## src/design/sbhm_pkg.sv

```systemverilog
// shared types and constants of the spi burst handshake master
// used by every module of the block; no dependencies
package sbhm_pkg;

	localparam int PayloadLen  = 15;
	localparam int PayloadBits = PayloadLen * 8;
	localparam int IdxW        = 4;
	localparam int QueueDepth  = 2;

	localparam logic [7:0] RetryReset = 8'd17;
	localparam logic [7:0] ChStart    = 8'h73;
	localparam logic [7:0] ChAck      = 8'h61;
	localparam logic [7:0] ChEnd      = 8'h7a;
	localparam logic [7:0] ChEndAck   = 8'h5a;
	localparam logic [7:0] ChDummy    = 8'h00;
	localparam logic [7:0] AttemptMax = 8'hff;

	localparam logic RegRetryLimit = 1'b0;

	typedef enum logic {
		OP_START = 1'b0,
		OP_RX    = 1'b1
	} op_t;

	typedef enum logic [1:0] {
		ST_OK     = 2'd0,
		ST_NO_ACK = 2'd1,
		ST_BAD_END = 2'd2
	} status_t;

	typedef enum logic [2:0] {
		PH_IDLE     = 3'd0,
		PH_HS_START = 3'd1,
		PH_HS_DUMMY = 3'd2,
		PH_PAYLOAD  = 3'd3,
		PH_END      = 3'd4
	} phase_t;

	typedef struct packed {
		logic                   start;
		logic [7:0]             rx;
		logic [PayloadBits-1:0] payload;
	} entry_t;

	typedef struct packed {
		logic [31:0] error_count;
		logic [31:0] got_word_three;
		logic [31:0] got_word_two;
		logic [31:0] got_word_one;
		logic [7:0]  got_throttle;
		logic [7:0]  got_turn;
		logic [7:0]  got_command;
		logic [1:0]  status;
		logic        done_res;
		logic [7:0]  tx_byte;
		logic        tx_valid;
	} result_t;

endpackage

```

## src/design/sbhm_front.sv

```systemverilog
// front stage: accepts input items, classifies start versus received byte
// and packs the payload bytes; depends on sbhm_pkg
module sbhm_front
	import sbhm_pkg::*;
(
	input  logic         clk,
	input  logic         arst_n,
	input  logic         in_valid,
	output logic         in_ready,
	input  logic [127:0] in_data,
	input  logic         in_op,
	output logic         push_valid,
	input  logic         push_ready,
	output entry_t       push_entry
);

	logic   valid_s1;
	entry_t entry_s1;
	entry_t entry_d;

	always_comb begin
		entry_d = '0;
		entry_d.start = (op_t'(in_op) == OP_START);
		if (entry_d.start) begin
			entry_d.payload = in_data[PayloadBits-1:0];
		end else begin
			entry_d.rx = in_data[127:120];
		end
	end

	assign in_ready   = !valid_s1 || push_ready;
	assign push_valid = valid_s1;
	assign push_entry = entry_s1;

	always_ff @(posedge clk or negedge arst_n) begin
		if (!arst_n) begin
			valid_s1 <= 1'b0;
		end else if (in_ready) begin
			valid_s1 <= in_valid;
		end
	end

	always_ff @(posedge clk) begin
		if (in_ready && in_valid) begin
			entry_s1 <= entry_d;
		end
	end

endmodule

```

## src/design/sbhm_queue.sv

```systemverilog
// short queue between the front and back parts
// depends on sbhm_pkg for the entry type
module sbhm_queue
	import sbhm_pkg::*;
#(
	parameter int Depth = QueueDepth
) (
	input  logic   clk,
	input  logic   arst_n,
	input  logic   wr_valid,
	output logic   wr_ready,
	input  entry_t wr_entry,
	output logic   rd_valid,
	input  logic   rd_ready,
	output entry_t rd_entry
);

	localparam int PtrW = $clog2(Depth);
	localparam int CntW = $clog2(Depth + 1);

	entry_t          slot_q [Depth];
	logic [PtrW-1:0] wr_ptr_q;
	logic [PtrW-1:0] rd_ptr_q;
	logic [CntW-1:0] count_q;
	logic            do_wr;
	logic            do_rd;

	assign wr_ready = (count_q != CntW'(Depth));
	assign rd_valid = (count_q != '0);
	assign rd_entry = slot_q[rd_ptr_q];
	assign do_wr    = wr_valid && wr_ready;
	assign do_rd    = rd_valid && rd_ready;

	function automatic logic [PtrW-1:0] bump(input logic [PtrW-1:0] p);
		return (p == PtrW'(Depth - 1)) ? '0 : p + 1'b1;
	endfunction

	always_ff @(posedge clk or negedge arst_n) begin
		if (!arst_n) begin
			wr_ptr_q <= '0;
			rd_ptr_q <= '0;
			count_q  <= '0;
		end else begin
			if (do_wr) begin
				wr_ptr_q <= bump(wr_ptr_q);
			end
			if (do_rd) begin
				rd_ptr_q <= bump(rd_ptr_q);
			end
			if (do_wr && !do_rd) begin
				count_q <= count_q + 1'b1;
			end else if (do_rd && !do_wr) begin
				count_q <= count_q - 1'b1;
			end
		end
	end

	always_ff @(posedge clk) begin
		if (do_wr) begin
			slot_q[wr_ptr_q] <= wr_entry;
		end
	end

endmodule

```

## src/design/sbhm_back.sv

```systemverilog
// back part: burst sequencer, reply staging and commit, output register
// depends on sbhm_pkg
module sbhm_back
	import sbhm_pkg::*;
(
	input  logic       clk,
	input  logic       arst_n,
	input  logic [7:0] retry_limit,
	input  logic       pop_valid,
	output logic       pop_ready,
	input  entry_t     pop_entry,
	output logic       out_valid,
	input  logic       out_ready,
	output result_t    out_result
);

	phase_t          phase_q;
	phase_t          phase_d;
	logic [7:0]      attempt_q;
	logic [7:0]      attempt_d;
	logic [IdxW-1:0] idx_q;
	logic [IdxW-1:0] idx_d;
	logic [IdxW-1:0] idx_nxt;
	logic [7:0]      sendbuf_q   [PayloadLen];
	logic [7:0]      staged_q    [PayloadLen];
	logic [7:0]      committed_q [PayloadLen];
	logic [31:0]     mismatch_q;
	logic            out_valid_q;
	result_t         result_q;

	logic            step;
	logic            tx_valid;
	logic [7:0]      tx_byte;
	logic            done;
	status_t         status;
	logic            stage_we;
	logic            commit;
	logic            mis_inc;
	logic [7:0]      got [PayloadLen];
	logic [31:0]     err_d;

	assign pop_ready  = !out_valid_q || out_ready;
	assign step       = pop_valid && pop_ready;
	assign out_valid  = out_valid_q;
	assign out_result = result_q;
	assign idx_nxt    = idx_q + 1'b1;

	// next phase
	always_comb begin
		phase_d = phase_q;
		if (pop_entry.start) begin
			phase_d = PH_HS_START;
		end else begin
			unique case (phase_q)
				PH_HS_START: phase_d = PH_HS_DUMMY;
				PH_HS_DUMMY: begin
					if (attempt_q > retry_limit) begin
						phase_d = PH_IDLE;
					end else if (pop_entry.rx == ChAck) begin
						phase_d = PH_PAYLOAD;
					end else begin
						phase_d = PH_HS_START;
					end
				end
				PH_PAYLOAD: begin
					if (idx_nxt >= IdxW'(PayloadLen)) begin
						phase_d = PH_END;
					end
				end
				PH_END:  phase_d = PH_IDLE;
				default: phase_d = PH_IDLE;
			endcase
		end
	end

	// step outputs and datapath controls
	always_comb begin
		tx_valid  = 1'b0;
		tx_byte   = '0;
		done      = 1'b0;
		status    = ST_OK;
		stage_we  = 1'b0;
		commit    = 1'b0;
		mis_inc   = 1'b0;
		attempt_d = attempt_q;
		idx_d     = idx_q;
		if (pop_entry.start) begin
			attempt_d = '0;
			idx_d     = '0;
			tx_valid  = 1'b1;
			tx_byte   = ChStart;
		end else begin
			unique case (phase_q)
				PH_HS_START: begin
					tx_valid = 1'b1;
					tx_byte  = ChDummy;
				end
				PH_HS_DUMMY: begin
					if (attempt_q > retry_limit) begin
						done   = 1'b1;
						status = ST_NO_ACK;
					end else begin
						if (attempt_q != AttemptMax) begin
							attempt_d = attempt_q + 1'b1;
						end
						tx_valid = 1'b1;
						if (pop_entry.rx == ChAck) begin
							idx_d   = '0;
							tx_byte = sendbuf_q[0];
						end else begin
							tx_byte = ChStart;
						end
					end
				end
				PH_PAYLOAD: begin
					stage_we = (idx_q < IdxW'(PayloadLen));
					idx_d    = idx_nxt;
					tx_valid = 1'b1;
					if (idx_nxt < IdxW'(PayloadLen)) begin
						tx_byte = sendbuf_q[idx_nxt];
					end else begin
						tx_byte = ChEnd;
					end
				end
				PH_END: begin
					done = 1'b1;
					if (pop_entry.rx == ChEndAck) begin
						commit = 1'b1;
					end else begin
						mis_inc = 1'b1;
						status  = ST_BAD_END;
					end
				end
				default: begin
				end
			endcase
		end
	end

	always_comb begin
		for (int i = 0; i < PayloadLen; i++) begin
			got[i] = commit ? staged_q[i] : committed_q[i];
		end
	end

	assign err_d = mismatch_q + {31'd0, mis_inc};

	always_ff @(posedge clk or negedge arst_n) begin
		if (!arst_n) begin
			phase_q     <= PH_IDLE;
			attempt_q   <= '0;
			idx_q       <= '0;
			mismatch_q  <= '0;
			out_valid_q <= 1'b0;
			for (int i = 0; i < PayloadLen; i++) begin
				staged_q[i]    <= '0;
				committed_q[i] <= '0;
			end
		end else begin
			if (pop_ready) begin
				out_valid_q <= pop_valid;
			end
			if (step) begin
				phase_q    <= phase_d;
				attempt_q  <= attempt_d;
				idx_q      <= idx_d;
				mismatch_q <= err_d;
				for (int i = 0; i < PayloadLen; i++) begin
					committed_q[i] <= got[i];
					if (pop_entry.start) begin
						staged_q[i] <= '0;
					end
				end
				if (stage_we) begin
					staged_q[idx_q] <= pop_entry.rx;
				end
			end
		end
	end

	always_ff @(posedge clk) begin
		if (step) begin
			if (pop_entry.start) begin
				for (int i = 0; i < PayloadLen; i++) begin
					sendbuf_q[i] <= pop_entry.payload[i*8 +: 8];
				end
			end
			result_q.tx_valid       <= tx_valid;
			result_q.tx_byte        <= tx_byte;
			result_q.done_res       <= done;
			result_q.status         <= status;
			result_q.got_command    <= got[0];
			result_q.got_turn       <= got[1];
			result_q.got_throttle   <= got[2];
			result_q.got_word_one   <= {got[6], got[5], got[4], got[3]};
			result_q.got_word_two   <= {got[10], got[9], got[8], got[7]};
			result_q.got_word_three <= {got[14], got[13], got[12], got[11]};
			result_q.error_count    <= err_d;
		end
	end

endmodule

```

## src/design/spi_burst_handshake_master_unit.sv

```systemverilog
// top level of the spi burst handshake master
// joins sbhm_front, sbhm_queue and sbhm_back; holds the apb register
//
// usage: each input item on the s_axis channel is either a start (tuser 0)
// carrying the burst payload, or a byte received from the slave (tuser 1).
// every accepted item produces exactly one result item on m_axis with the
// next byte to send, the end-of-burst flag and status, the committed reply
// fields and the end marker error count.
// path: the accepting edge loads the front register, then the queue slot is
// written and then the back output register is loaded, after which the
// result is presented on m_axis.
// throughput: one item per cycle while m_axis_tready is high; the sequencer
// settles each step combinationally and the two-entry queue lets front and
// back stall independently. when m_axis_tready is low the output register
// holds its result, the queue fills and then s_axis_tready drops.
// reset clears the sequencer to idle, all reply stores and the error count
// to zero, retry_limit to 17. the user writes retry_limit, byte address 0,
// over apb only while no item is in flight; the block does not enforce it.
module spi_burst_handshake_master_unit
	import sbhm_pkg::*;
#(
	parameter int QDepth = QueueDepth
) (
	input  logic         clk,
	input  logic         arst_n,
	input  logic         s_axis_tvalid,
	output logic         s_axis_tready,
	// command_byte, turn_velocity, forward_throttle, param_one, param_two,
	// param_three, rx_byte
	input  logic [127:0] s_axis_tdata,
	// operation
	input  logic [0:0]   s_axis_tuser,
	output logic         m_axis_tvalid,
	input  logic         m_axis_tready,
	// tx_valid, tx_byte, done_res, status, got_command, got_turn, got_throttle,
	// got_word_one, got_word_two, got_word_three, error_count, zero pad
	output logic [167:0] m_axis_tdata,
	input  logic         psel,
	input  logic         penable,
	input  logic         pwrite,
	input  logic [2:0]   paddr,
	input  logic [31:0]  pwdata,
	output logic [31:0]  prdata,
	output logic         pready
);

	logic [7:0] retry_limit_q;
	logic       push_valid;
	logic       push_ready;
	entry_t     push_entry;
	logic       pop_valid;
	logic       pop_ready;
	entry_t     pop_entry;
	result_t    result;

	assign pready = 1'b1;
	assign prdata = (paddr[2] == RegRetryLimit) ? {24'd0, retry_limit_q} : 32'd0;

	always_ff @(posedge clk or negedge arst_n) begin
		if (!arst_n) begin
			retry_limit_q <= RetryReset;
		end else if (psel && penable && pwrite && pready && paddr[2] == RegRetryLimit) begin
			retry_limit_q <= pwdata[7:0];
		end
	end

	sbhm_front u_front (
		.clk        (clk),
		.arst_n     (arst_n),
		.in_valid   (s_axis_tvalid),
		.in_ready   (s_axis_tready),
		.in_data    (s_axis_tdata),
		.in_op      (s_axis_tuser[0]),
		.push_valid (push_valid),
		.push_ready (push_ready),
		.push_entry (push_entry)
	);

	sbhm_queue #(
		.Depth (QDepth)
	) u_queue (
		.clk      (clk),
		.arst_n   (arst_n),
		.wr_valid (push_valid),
		.wr_ready (push_ready),
		.wr_entry (push_entry),
		.rd_valid (pop_valid),
		.rd_ready (pop_ready),
		.rd_entry (pop_entry)
	);

	sbhm_back u_back (
		.clk         (clk),
		.arst_n      (arst_n),
		.retry_limit (retry_limit_q),
		.pop_valid   (pop_valid),
		.pop_ready   (pop_ready),
		.pop_entry   (pop_entry),
		.out_valid   (m_axis_tvalid),
		.out_ready   (m_axis_tready),
		.out_result  (result)
	);

	assign m_axis_tdata = {4'd0, result};

	a_status_code: assert property (@(posedge clk) disable iff (!arst_n)
		m_axis_tvalid |-> (result.status != 2'd3))
		else $error("status code out of range");

	a_status_needs_done: assert property (@(posedge clk) disable iff (!arst_n)
		(m_axis_tvalid && result.status != ST_OK) |-> result.done_res)
		else $error("failure status without end of burst");

	a_done_no_tx: assert property (@(posedge clk) disable iff (!arst_n)
		(m_axis_tvalid && result.done_res) |-> !result.tx_valid)
		else $error("byte to send at end of burst");

	a_start_sends_s: assert property (@(posedge clk) disable iff (!arst_n)
		(pop_valid && pop_ready && pop_entry.start) |=>
			(m_axis_tvalid && result.tx_valid && result.tx_byte == ChStart))
		else $error("start item did not send the start byte");

endmodule

```

## config.mk

```make
export PLATFORM = sky130hd
export DESIGN_NAME = spi_burst_handshake_master_unit
export DESIGN_NICKNAME = d
export VERILOG_FILES = /design/src/design/sbhm_pkg.sv /design/src/design/sbhm_front.sv /design/src/design/sbhm_queue.sv /design/src/design/sbhm_back.sv /design/src/design/spi_burst_handshake_master_unit.sv
export SDC_FILE = /design/constraint.sdc
export NUM_CORES = 1
export LEC_CHECK = 0
export ABC_CLOCK_PERIOD_IN_PS = 7300
export BUFFER_PORTS_ARGS = -buffer_cell sky130_fd_sc_hd__buf_2
export CAP_MARGIN = 20
export CORE_MARGIN = 2
export CORE_UTILIZATION = 61
export CTS_BUF_LIST = sky130_fd_sc_hd__clkbuf_8
export CTS_CLUSTER_SIZE = 24
export DETAILED_ROUTE_END_ITERATION = 10
export PLACE_DENSITY = 0.89
export SLEW_MARGIN = 20
export SYNTH_ARGS = -nofsm -noshare
export SYNTH_HDL_FRONTEND = slang
export SYNTH_SLANG_ARGS = --single-unit
```

## constraint.sdc

```tcl
create_clock -name clk -period 7.3 [get_ports clk]
set_input_delay 0.365 -clock clk [delete_from_list [all_inputs] [get_ports clk]]
set_output_delay 0.365 -clock clk [all_outputs]
set_load 0.02 [all_outputs]
```

==> results.tsv <==
metric	value	unit
flop-to-flop setup slack	2460	ps
actual slew at the worst max-slew pin	1058	ps
Gate Count Post-Synth	2204	
Worst Path Arrival	5360	ps
Min Hold Slack	70.50	ps
WL/cell	22.92	um
reg-to-reg endpoint	u_back.out_result[128]	
hold depth	2	
Initial Util	61.60	%
Synth Cell Area	37950	um^2
final setup fails	0	
Inserted Clock Buffers	151	
area occupied by multi-input gates	9542	um^2
Peak VDD IR	0.2059	mV
Syn Area/Cell	17.22	um^2
IO Port Bufs	318	
final wirelength	84.66	mm
Clock Sink Count	972	
worst-case hold path end point	u_front.push_entry[128]	
DR iter-0 viols	1832	
worst setup path startpoint	u_queue.rd_ptr_q	
Final Hold Vio Count	0	
largest cells by area after synthesis	edfxtp_1, dfrtp_1, mux2_1	
Die Area	64220	um^2
GRT Residual Overflow	0	
reg-to-reg critical path startpoint	u_queue.rd_ptr_q	
Post-DRT Antenna Nets	0	
Setup crit end kind	flip-flop	
crit share post-route	66.35	%
area fraction of the dominant cell type after synthesis	53.10	%
RSZ-0062 raised after global routing	false	
max_cap viols	0	
worst rel slew slack	29.44	%
register area	27690	um^2
Post-CTS Setup Bufs	0	
synth warn	0	
clk buf depth	3	
Die Wd	253.4	um
Async S/R FF share, synth	30.97	%
WS Path Type	reg2reg	
TritonCTS clock tree	done	
Setup TNS	0	ps
Worst Path Max Fanout	70	
Tmin final	4843	ps
Worst-Skew Late Latency	800	ps
Hold Startpoint	s_axis_tuser	
Top FF cell, synth	edfxtp_1	
R2R depth	6	
most frequent cells in the layout	edfxtp_1, buf_2, dfrtp_1	
sequential fraction of the synthesis area	72.96	%
H-Tree Depth	4	
Final Wtd Congestion	0.8594	
filler instances	3473	
routed vias	21060	
P&R area growth vs syn	17.13	%
cell accounting for the most synthesized area	edfxtp_1	
vias in the first global route	22190	
Worst EP required	7820	ps
first-pass GRT wire length	127.0	mm
status	completed	
Post-DP HPWL	47.89	mm
post-cts hold buffer count	139	
f_max	206.5	MHz
clock slew at reported path FFs	60	ps
Avg Vias per Cell	5.703	
most common cell after layout, fill and taps aside	edfxtp_1	
Max Transition Viols Final	0	
CTS-repair resized insts	0	
leak pwr	0.01836	uW
Startpoint Class	flip-flop	
Post-synth EDFFs	671	
drt drc	0	
Initial DRT Pass Iterations	5	
fraction of layout cells with a size suffix above 1	26.52	%
Final #Nets	2915	
largest net degree at the start of global routing	156	
overall power	15800	uW
all-layer global routing usage	26.58	%
Seq cells post-synth	972	
Rows	91	
initial antenna violation count	5	
I/O pin count	374	
Synth cell types	64	
die height	253.4	um
clock skew	36.57	ps
PwrDens	355.5	nW/um^2
area of the core	61600	um^2
hold crit path type	in2reg	
root buffer cell	clkbuf_8	
[synth_stat cells, drive strengths merged, types with 3 or more instances]
cell,number
nor2,69
nand4b,3
dfrtp,299
o2bb2ai,105
nor2b,126
a22o,5
and3,13
xor2,31
mux2i,10
a32o,8
ha,17
clkbuf,57
mux2,383
a31o,4
buf,77
nor3,10
a31oi,8
a21oi,8
nand2b,5
inv,22
a21o,15
o21ai,27
xnor2,37
nand3,20
nand4,12
and2,13
o32a,3
nand2,86
mux4,27
edfxtp,671
[critical path: stages, from the launching register on]
cell and delay, ps:
dfrtp_4 910, mux2i_4 930, nand4_1 350, and2b_4 350, buf_4 740, buf_4 740, mux2_2 410
[registers in the layout, indices dropped and copies added, names as in the netlist]
| register | cells |
|---|---|
| retry_limit_q | 8 |
| u_back.attempt_q | 8 |
| u_back.committed_q | 120 |
| u_back.idx_q | 4 |
| u_back.mismatch_q | 32 |
| u_back.out_result | 164 |
| u_back.out_valid | 1 |
| u_back.phase_q | 3 |
| u_back.sendbuf_q | 120 |
| u_back.staged_q | 120 |
| u_front.push_entry | 129 |
| u_front.push_valid | 1 |
| u_queue.count_q | 2 |
| u_queue.rd_ptr_q | 1 |
| u_queue.slot_q | 258 |
| u_queue.wr_ptr_q | 1 |
[metrics by stage]
step | instances | util, % | worst slack, ps | instance area (um^2)
CTS | 3687 | 72.08 | 2459 | 44400
floorplan | 2231 | - | 675.6 | 38050
global placement | 3271 | 65.14 | 2518 | 40130
global route | 3692 | 72.15 | 2228 | 44440
finish | 3693 | 72.15 | 2457 | 44440
detailed placement | 3271 | 65.14 | 2439 | 40130
[how the worst max path moves through the flow]
stage | depth (start not counted) | slack, ps | to
floorplan | 7 | 680 | u_back.staged_q[88]
global placement | 6 | 2520 | u_back.out_result[99]
detailed placement | 6 | 2440 | u_back.out_result[114]
CTS | 6 | 2460 | u_back.out_result[19]
global route | 6 | 2230 | u_back.out_result[93]
finish | 6 | 2460 | u_back.out_result[128]
[metal layers]
layer,part of all wire (%),up-vias,track usage (%)
met3,6.1,173,5.664
met5,0,-,0
li1,-,9278,-
met4,3.1,0,11.04
met1,38,10750,32.59
met2,52,862,45.97
[power by group]
group | internal (uW) | leakage [uW] | switching [uW] | total, uW
logic | 1110 | 0.00604 | 2290 | 3400
registers | 7540 | 0.0106 | 521 | 8060
clock network | 2180 | 0.00168 | 2160 | 4340
[kinds of logic after synthesis]
group,share of synthesized area [%]
multiplexers,13.23
other,0.01979
adder cells (fa/ha/maj),0.5605
AND/OR/NAND/NOR,5.279
XOR/XNOR,1.570
buffers and inverters,2.278
AO/OA/AOI/OAI,4.102
flip-flops,72.96
[layout make-up]
class / count / area share (%)
antenna: 5 / 0.02815
clock buffer: 164 / 5.079
timing repair buffer: 477 / 7.159
multi-input combinational: 1103 / 21.47
clock inverter: 113 / 1.405
tap: 837 / 2.356
sequential: 972 / 62.30
inverter: 22 / 0.2027
(Power assumes the default switching activity.)
